`src/rtl/rnp_pkg.sv`:
```
package rnp_pkg;

	localparam int MAX_PARTICLES = 65536;
	localparam int CNT_W = $clog2(MAX_PARTICLES + 1);
	localparam int ADDR_W = 5;
	localparam int PHASE_EXCL_BIT = 26;
	localparam int STATE_W = 3;

	localparam logic [2:0] REG_ORIGIN_X = 3'd0;
	localparam logic [2:0] REG_ORIGIN_Y = 3'd1;
	localparam logic [2:0] REG_ORIGIN_Z = 3'd2;
	localparam logic [2:0] REG_DIR_X = 3'd3;
	localparam logic [2:0] REG_DIR_Y = 3'd4;
	localparam logic [2:0] REG_DIR_Z = 3'd5;
	localparam logic [2:0] REG_RADIUS = 3'd6;

	localparam logic signed [31:0] DIR_Z_RST = 32'sd65536;
	localparam logic [30:0] RADIUS_RST = 31'd65536;

	localparam logic [1:0] MUL_DD = 2'd0;
	localparam logic [1:0] MUL_DT = 2'd1;
	localparam logic [1:0] MUL_SQ = 2'd2;

	typedef logic signed [31:0] coord_t;

	typedef struct packed {
		coord_t [2:0] origin;
		coord_t [2:0] dir;
		logic [30:0]  radius;
	} cfg_t;

	typedef struct packed {
		logic       capture;
		logic       mul_en;
		logic [1:0] mul_sel;
		logic       t_load;
		logic       perp_load;
		logic       cmp;
		logic       publish;
	} cmd_t;

	typedef struct packed {
		logic skip;
		logic t_pos;
		logic last;
		logic out_busy;
	} sts_t;

	function automatic logic [15:0] idx16(input logic [CNT_W-1:0] c);
		logic [CNT_W+15:0] w;
		w = {16'b0, c};
		return w[15:0];
	endfunction

endpackage

```
`src/rtl/rnp_ctrl.sv`:
```
module rnp_ctrl import rnp_pkg::*; (
	input  logic clk,
	input  logic arst_n,
	input  logic in_valid,
	output logic in_stall,
	input  sts_t sts,
	output cmd_t cmd
);

	localparam logic [STATE_W-1:0] S_IDLE = 3'd0;
	localparam logic [STATE_W-1:0] S_MUL1 = 3'd1;
	localparam logic [STATE_W-1:0] S_TSUM = 3'd2;
	localparam logic [STATE_W-1:0] S_MUL2 = 3'd3;
	localparam logic [STATE_W-1:0] S_PERP = 3'd4;
	localparam logic [STATE_W-1:0] S_MUL3 = 3'd5;
	localparam logic [STATE_W-1:0] S_CMP  = 3'd6;
	localparam logic [STATE_W-1:0] S_DONE = 3'd7;

	logic [STATE_W-1:0] state_q, state_nxt;

	always_ff @(posedge clk or negedge arst_n) begin
		if (!arst_n) begin
			state_q <= S_IDLE;
		end else begin
			state_q <= state_nxt;
		end
	end

	always_comb begin
		cmd = '0;
		cmd.mul_sel = MUL_DD;
		in_stall = 1'b1;
		state_nxt = state_q;
		case (state_q)
			S_IDLE: begin
				in_stall = 1'b0;
				if (in_valid) begin
					cmd.capture = 1'b1;
					state_nxt = sts.skip ? S_DONE : S_MUL1;
				end
			end
			S_MUL1: begin
				cmd.mul_en = 1'b1;
				cmd.mul_sel = MUL_DD;
				state_nxt = S_TSUM;
			end
			S_TSUM: begin
				cmd.t_load = 1'b1;
				state_nxt = sts.t_pos ? S_MUL2 : S_DONE;
			end
			S_MUL2: begin
				cmd.mul_en = 1'b1;
				cmd.mul_sel = MUL_DT;
				state_nxt = S_PERP;
			end
			S_PERP: begin
				cmd.perp_load = 1'b1;
				state_nxt = S_MUL3;
			end
			S_MUL3: begin
				cmd.mul_en = 1'b1;
				cmd.mul_sel = MUL_SQ;
				state_nxt = S_CMP;
			end
			S_CMP: begin
				cmd.cmp = 1'b1;
				state_nxt = S_DONE;
			end
			S_DONE: begin
				if (!sts.last) begin
					state_nxt = S_IDLE;
				end else if (!sts.out_busy) begin
					cmd.publish = 1'b1;
					state_nxt = S_IDLE;
				end
			end
			default: begin
				state_nxt = S_IDLE;
			end
		endcase
	end

endmodule

```
`config.mk`:
```
export PLATFORM = sky130hd
export DESIGN_NAME = rnp_ctrl
export DESIGN_NICKNAME = d
export VERILOG_FILES = /design/src/rtl/rnp_pkg.sv /design/src/rtl/rnp_ctrl.sv
export SDC_FILE = /design/constraint.sdc
export NUM_CORES = 1
export LEC_CHECK = 0
export ABC_AREA = 1
export ABC_CLOCK_PERIOD_IN_PS = 1250
export BUFFER_PORTS_ARGS = -buffer_cell sky130_fd_sc_hd__buf_2
export CAP_MARGIN = 20
export CORE_AREA = 5 5 42 44
export CTS_BUF_LIST = sky130_fd_sc_hd__clkbuf_8
export CTS_CLUSTER_SIZE = 16
export DETAILED_ROUTE_END_ITERATION = 10
export DIE_AREA = 0 0 47 49
export PLACE_DENSITY = 0.46
export SYNTH_ARGS = -nofsm -noshare
export SYNTH_HDL_FRONTEND = slang
export SYNTH_SLANG_ARGS = --single-unit
```
`constraint.sdc`:
```
create_clock -name clk -period 1.25 [get_ports clk]
set_input_delay 0.125 -clock clk [delete_from_list [all_inputs] [get_ports clk]]
set_output_delay 0.125 -clock clk [all_outputs]
set_load 0.02 [all_outputs]
```
==> flow_summary.json <==
{
  "start_util": 0.169,
  "netlist_instances": 40,
  "antenna-diode-count": 0,
  "overflow": 0,
  "cts_buffers": 3,
  "io_buffers": 15,
  "dieHeight_um": 49,
  "tns_ns": -0.000571,
  "regMostFlops": "state_q",
  "end_kind": "primary output",
  "ys_seq_area_frac": 0.317,
  "drc_errors": 0,
  "cts.sinks": 3,
  "grt_max_degree": 9,
  "setup_viol": 1,
  "outcome": "finished, violations left",
  "syn_avg_cell_area_um2": 5.91,
  "cts.clk_slew.worst_paths_ns": 0.03,
  "synthToLayoutAreaGrowth_pct": 110,
  "required_ns": 1.12,
  "top_regs": "state_q (3)",
  "dp.cells": 71,
  "worstSetupPathType": "flip-flop to primary output",
  "place_area_um2": 334,
  "violations": "negative setup slack",
  "min_period_ns": 1.25,
  "dp_hpwl_um": 530,
  "syn-cell-area_um2": 236,
  "die_w_um": 47,
  "vias": 321,
  "worst_ep_arrival_time_ns": 1.13,
  "ant_nets": 0,
  "gp_congestion": 0.749,
  "grt_pass1_wl_um": 1120,
  "hold_class": "primary input to asynchronous set/reset pin",
  "clock_latency_ns": 0.21,
  "dieArea_mm2": 0.00230,
  "drive_above_1_share": 0.554,
  "skew_ns": 0.000591,
  "cts_tree": "yes",
  "placementRows": 14,
  "routed_via_density": 3.96,
  "track_usage": 0.0657,
  "final_area_um2": 495,
  "drt_iter0_drc": 5,
  "final_common_cell": "nand2_1",
  "dp_slack_ns": 0.0808,
  "fmax_mhz": 800,
  "fin_ws_ns": -0.000571,
  "synth_cell_types": 12,
  "finalWirelength_um": 747,
  "rsz0062_at_grt": "true",
  "rrSetupSlack_ns": 0.09,
  "startpoint_type": "flip-flop",
  "fin_cells": 81,
  "cp_max_fo": 5,
  "drt-wirelength-per-cell_um": 9.22,
  "ir_worst_vdd_uv": 1090,
  "slew_headroom": 0.873,
  "ios": 16,
  "drt_first_pass_iters": 3,
  "slew_viol_final": 0,
  "final_cell_mix": "nand2_1, buf_4, buf_2",
  "nFillCells": 160,
  "cts.htree.levels": 1,
  "largest_reg_flops": 3,
  "grt_pass1_vias": 296,
  "finalHoldViolCount": 0,
  "coreArea_mm2": 0.00140,
  "ys_ff_latch": 3,
  "clockBufferDepth": 2,
  "cts_root_buffer": "clkbuf_8",
  "syn_nets": 47,
  "p_leak_nw": 0.271,
  "nets": 73,
  "powerDensity_mw_per_mm2": 2940,
  "yosysWarnings": 0,
  "finalPower_w": 0.00146,
  "worst_slew_pin_slew_ns": 0.191,
  "cap_violations": 0,
  "fin_crit_sh": 1.00,
  "antenna_found_initial": 0
}
==> what timing repair did <==
item                       CTS  global route
setup endpoints to repair    4             6
hold endpoints to repair     3             0
pin swaps                    0             2
resized for setup            9            13
hold buffers                 1             0
setup buffers                4             1
cloned                       0             0
==> cell usage after synthesis <==
cell,count,area share
inv_1,6,0.095
inv_2,1,0.016
nand3_1,4,0.085
nand3b_1,1,0.032
dfrtp_1,3,0.32
nor2_1,5,0.079
nand2_1,12,0.19
nor3_1,3,0.063
a21oi_1,1,0.021
nand2_2,2,0.053
nor2_2,1,0.026
o21ai_0,1,0.021
==> power by group <==
part | total (W) | switching, W | internal, W | leakage (nW)
Clock | 0.000266 | 0.0000572 | 0.000209 | 0.0269
Combinational | 0.000943 | 0.000527 | 0.000416 | 0.212
Sequential | 0.000248 | 0.0000908 | 0.000157 | 0.0321
==> per-stage QoR <==
stage,util,hold slack [ns]
2_1_floorplan,-,-0.171
3_3_place_gp,0.238,-0.0746
3_5_place_dp,0.238,-0.0760
4_1_cts,0.321,0.233
5_1_grt,0.354,0.246
6_report,0.354,0.235
==> path summary, 6_finish.rpt <==
check	end	from	depth (start not counted)
setup / recovery	cmd[7]	state_q[0]	4
hold / removal	state_q[2]	arst_n	2
setup reg to reg	state_q[2]	state_q[0]	7
hold reg to reg	state_q[0]	state_q[0]	1
max in group asynchronous	state_q[1]	arst_n	2
min in group clk	state_q[2]	sts[1]	5
==> worst max-delay path: stages, from the launching register on <==
cell and delay (ns):
dfrtp_2 0.45, nor2_4 0.16, nand2_1 0.09, nor2_2 0.08, buf_4 0.14
==> cell type report <==
class / instances / area, um^2 / area share
Sequential cell: 3 / 77.6 / 0.157
Clock buffer: 3 / 41.3 / 0.0833
Multi-Input combinational cell: 30 / 175 / 0.354
Inverter: 7 / 26.3 / 0.0530
Clock inverter: 1 / 3.75 / 0.00758
Tap cell: 16 / 20.0 / 0.0404
Timing Repair Buffer: 21 / 151 / 0.306
==> cell families (layout without fill, tap and decap cells) <==
logic type,after synthesis,after routing,synth area share
and+or+nand+nor,28,28,0.529
buffers and inverters,7,32,0.111
DFF,3,3,0.317
AOI/OAI and AO/OA,2,2,0.0423
==> metal layers <==
metal  track usage  part of all wire  vias to the layer above  wire [um]
met4        0.0230                 0                        0          0
met3        0.0369             0.092                        0         69
met1        0.0800              0.42                      139        317
li1              -                 -                      172          -
met2        0.0950              0.48                       10        360
met5             0                 0                        -          0
(Power assumes the default switching activity.)
