==> config.mk <==
export PLATFORM = sky130hd
export DESIGN_NAME = rnp_regs
export DESIGN_NICKNAME = d
export VERILOG_FILES = /design/src/rtl/rnp_pkg.sv /design/src/rtl/rnp_regs.sv
export SDC_FILE = /design/constraint.sdc
export NUM_CORES = 1
export LEC_CHECK = 0
export BUFFER_PORTS_ARGS = -buffer_cell sky130_fd_sc_hd__buf_2
export CORE_MARGIN = 3
export CORE_UTILIZATION = 45
export CTS_CLUSTER_DIAMETER = 60
export DETAILED_ROUTE_END_ITERATION = 6
export GPL_TIMING_DRIVEN = 0
export PLACE_DENSITY = 0.71
export SETUP_SLACK_MARGIN = 0.15
export SLEW_MARGIN = 0
export SYNTH_ARGS = -nofsm -noshare
export SYNTH_HDL_FRONTEND = slang
export SYNTH_SLANG_ARGS = --single-unit
==> constraint.sdc <==
create_clock -name clk -period 2.2 [get_ports clk]
set_input_delay 0.22 -clock clk [delete_from_list [all_inputs] [get_ports clk]]
set_output_delay 0.22 -clock clk [all_outputs]
set_load 0.005 [all_outputs]
==> src/rtl/rnp_pkg.sv <==
package rnp_pkg;

	localparam int MAX_PARTICLES = 65536;
	localparam int CNT_W = $clog2(MAX_PARTICLES + 1);
	localparam int ADDR_W = 5;
	localparam int PHASE_EXCL_BIT = 26;
	localparam int STATE_W = 3;

	localparam logic [2:0] REG_ORIGIN_X = 3'd0;
	localparam logic [2:0] REG_ORIGIN_Y = 3'd1;
	localparam logic [2:0] REG_ORIGIN_Z = 3'd2;
	localparam logic [2:0] REG_DIR_X = 3'd3;
	localparam logic [2:0] REG_DIR_Y = 3'd4;
	localparam logic [2:0] REG_DIR_Z = 3'd5;
	localparam logic [2:0] REG_RADIUS = 3'd6;

	localparam logic signed [31:0] DIR_Z_RST = 32'sd65536;
	localparam logic [30:0] RADIUS_RST = 31'd65536;

	localparam logic [1:0] MUL_DD = 2'd0;
	localparam logic [1:0] MUL_DT = 2'd1;
	localparam logic [1:0] MUL_SQ = 2'd2;

	typedef logic signed [31:0] coord_t;

	typedef struct packed {
		coord_t [2:0] origin;
		coord_t [2:0] dir;
		logic [30:0]  radius;
	} cfg_t;

	typedef struct packed {
		logic       capture;
		logic       mul_en;
		logic [1:0] mul_sel;
		logic       t_load;
		logic       perp_load;
		logic       cmp;
		logic       publish;
	} cmd_t;

	typedef struct packed {
		logic skip;
		logic t_pos;
		logic last;
		logic out_busy;
	} sts_t;

	function automatic logic [15:0] idx16(input logic [CNT_W-1:0] c);
		logic [CNT_W+15:0] w;
		w = {16'b0, c};
		return w[15:0];
	endfunction

endpackage

==> src/rtl/rnp_regs.sv <==
module rnp_regs import rnp_pkg::*; (
	input  logic              clk,
	input  logic              arst_n,
	input  logic              psel,
	input  logic              penable,
	input  logic              pwrite,
	input  logic [ADDR_W-1:0] paddr,
	input  logic [31:0]       pwdata,
	output logic [31:0]       prdata,
	output logic              pready,
	output cfg_t              cfg
);

	cfg_t cfg_q;
	logic [2:0] reg_idx;
	logic wr_en;

	assign reg_idx = paddr[ADDR_W-1:2];
	assign wr_en = psel && penable && pwrite;
	assign pready = 1'b1;
	assign cfg = cfg_q;

	always_ff @(posedge clk or negedge arst_n) begin
		if (!arst_n) begin
			cfg_q.origin <= '0;
			cfg_q.dir[0] <= '0;
			cfg_q.dir[1] <= '0;
			cfg_q.dir[2] <= DIR_Z_RST;
			cfg_q.radius <= RADIUS_RST;
		end else if (wr_en) begin
			case (reg_idx)
				REG_ORIGIN_X: cfg_q.origin[0] <= pwdata;
				REG_ORIGIN_Y: cfg_q.origin[1] <= pwdata;
				REG_ORIGIN_Z: cfg_q.origin[2] <= pwdata;
				REG_DIR_X:    cfg_q.dir[0] <= pwdata;
				REG_DIR_Y:    cfg_q.dir[1] <= pwdata;
				REG_DIR_Z:    cfg_q.dir[2] <= pwdata;
				REG_RADIUS:   cfg_q.radius <= pwdata[30:0];
				default: ;
			endcase
		end
	end

	always_comb begin
		case (reg_idx)
			REG_ORIGIN_X: prdata = cfg_q.origin[0];
			REG_ORIGIN_Y: prdata = cfg_q.origin[1];
			REG_ORIGIN_Z: prdata = cfg_q.origin[2];
			REG_DIR_X:    prdata = cfg_q.dir[0];
			REG_DIR_Y:    prdata = cfg_q.dir[1];
			REG_DIR_Z:    prdata = cfg_q.dir[2];
			REG_RADIUS:   prdata = {1'b0, cfg_q.radius};
			default:      prdata = '0;
		endcase
	end

endmodule

==> impl_metrics.yaml <==
floorplanning:
  die_area_um2: 24500
  die_height_um: 157
  core_um2: 22100
  num_rows: 54
  start_util_pct: 46.2
  pin_count: 298
  fp.dieW_um: 157
sta:
  relSlewSlack_pct: 48.7
  layout_min_cycle_time_ns: 2.01
  final-setup-viol-count: 0
  final_hold_viol_count: 0
  worst_slew_pin_slew_ns: 0.769
  finalCritPeriodShare_pct: 91.6
  rsz0062_at_grt: "yes"
  fin_tns_setup_ns: 0
  fmax_mhz: 496
  drv_slew: 0
  clock_skew_ns: 0
  hold_ws_ns: 0.0261
pwr:
  p_seq_share_pct: 42.6
  p_clk_share_pct: 35.8
  p_per_area_nw_per_um2: 993
  p_sw_share_pct: 27.5
  switchingPower_uw: 3590
  vdd_ir_drop_max_mv: 0.618
  p_int_uw: 9440
  p_comb_share_pct: 21.6
  p_leak_uw: 0.00663
critical_path:
  path_max_fanout: 10
  rr_startpoint: "cfg[149]"
  r2r_setup_slack_ns: 1.38
  timing.critical_path.mode_cell: "buf_2"
  start_kind: "input port"
  r2r_end: "cfg[149]"
  crit_type: "input port to output pin"
  critPathArrivalTime_ns: 1.79
  required_ns: 1.98
  r2r_cells: 1
  path_cells: "buf_2 > nor2b_1 > clkbuf_1 > clkbuf_2 > nand2_1 > o221ai_1 > buf_2"
  critical-path-slowest-cell: "clkbuf_2"
  crit_path_end_kind: "output pin"
  cpPeakStageDelay_ns: 0.40
cts:
  cts_tree: "done"
  root_buffer: "clkbuf_16"
  numClockSinks: 223
  clock_latency_ns: 0.51
  clk_pin_slew_worst_paths_ns: 0.06
  clockBufferDepth: 3
  post_cts_buffers: 0
  htree_levels: 1
  cts_made_buffers: 27
route:
  routedWlPerCell_um: 24.3
  vias: 7616
  first_iter_violations: 519
  route.detailed.drc: 0
  ant_nets: 0
  wl_um: 33000
  first_pass_iters: 6
  viasPerCell: 5.62
synthesis:
  ys_seq_elements: 223
  synth-seq-area-share_pct: 54.7
  syn_area_per_cell_um2: 14.0
  ys_async_sr_fraction_pct: 100
  yosys-top-cells-area: "dfrtp_1 54%, mux2_2 27%, mux2i_1 4.8%"
  ys_warn_count: 0
  synth_edf_count: 0
  syn_nets: 770
  synth_cells: 728
  synth_common_cells: "247 x mux2_2, 221 x dfrtp_1, 49 x mux2i_1"
  syn-cell-area_um2: 10200
  synthFlopType: "dfrtp_1"
  synth.most_common_cell: "mux2_2"
  yosysTopAreaCell: "dfrtp_1"
  yosysTopAreaCellShare_pct: 54.2
  yosysUniqueCellTypes: 30
placed_design:
  io_buffer_count: 293
  dpl.hpwl_um: 23100
  gp_congestion: 0.807
  place_area_um2: 12100
  place_inst: 1303
grt:
  grt_overflow: 0
  grt_max_degree: 122
  grt_pass1_wl_um: 49100
  antenna_found_initial: 0
  first_global_vias: 7886
  grtUsageTotal_pct: 26.3
cells_and_area:
  drive_above_1_share_pct: 59.3
  utilization_pct: 59.4
  layout.cells.non_filler: 1355
  fillers: 1866
  post-route-cell-area_um2: 13100
  area_growth_pct: 28.4
  largest_reg_flops: 223
  fin_nets: 1097
  insertedDiodeCount: 0
min_path:
  holdPathEnd: "cfg[149]"
  min_path_type: "input port to register"
  hp-start: "pwdata[22]"
  whs_path_depth: 2
status:
  outcome: "finished clean"
run:
  cap_violations: 0
## through the flow
step	setup WS, ns	total power, uW
floorplan	0.640	6830
global placement	-3.02	8330
detailed placement	-0.333	8430
CTS	0.129	13100
global route	0.148	13700
finish	0.186	13000
## per-layer routing
metal / track usage [%] / up-vias / routed length, um
met5: 0 / - / 0
met4: 5.09 / 0 / 578
met3: 6.80 / 43 / 2690
met2: 44.9 / 309 / 16000
met1: 34.3 / 3895 / 13800
li1: - / 3369 / -
## cell type report
type	instances	area, um2	area share, %
buffer	56	320	2.44
clock buffer	42	802	6.12
clock inverter	7	143	1.09
inverter	3	11.3	0.0859
multi-input combinational	446	4340	33.1
sequential	223	5580	42.6
tap	280	350	2.67
timing repair buffer	298	1560	11.9
## cell usage in the layout, fill, tap and decap left out, drive strengths merged, types with 2 or more instances in the layout
cell	n
a222oi	13
and3b	2
buf	333
bufinv	4
clkbuf	60
clkinv	2
dfrtp	221
dfstp	2
dlygate4sd3	3
inv	4
mux2	254
mux2i	49
nand2	17
nand2b	2
nand3	16
nand3b	14
nor2	5
nor2b	2
o21a	31
o21ai	13
o221ai	19
or3	2
## how the worst max path moves through the flow
stage                        start          to  slack (ns)
after floorplan           paddr[3]  prdata[18]        0.64
after global placement      arst_n      cfg[2]       -3.02
after detailed placement  paddr[2]   prdata[8]       -0.33
after CTS                 paddr[4]   prdata[8]        0.13
after global routing        cfg[9]   prdata[9]        0.15
final                     paddr[2]  prdata[28]        0.19
## worst max-delay path, delay by kind of cell
family,cells,cell delay (ns)
compound gates,1,0.12
buf+inv,4,1.12
simple gates,2,0.34
## power by group through the flow
stage	clock (uW)	sequential, uW	combinational (uW)
2_1_floorplan	0	5570	1260
3_3_place_gp	0	5580	2750
3_5_place_dp	0	5610	2820
4_1_cts	4730	5540	2850
5_1_grt	4920	5650	3080
6_report	4660	5550	2820
## cell families after synthesis
group,synth area share (%)
compound gates,5.93
buf+inv,2.81
flops,54.7
mux,33.0
other cells,0.0367
simple gates,3.53
## timing repair
action / CTS / global route
endpoints found under the setup margin: 32 / 24
resized for setup: 18 / 15
pin swaps: 0 / 1
hold endpoints to repair: 122 / 0
hold buffers: 3 / 0
(Power assumes the default switching activity.)
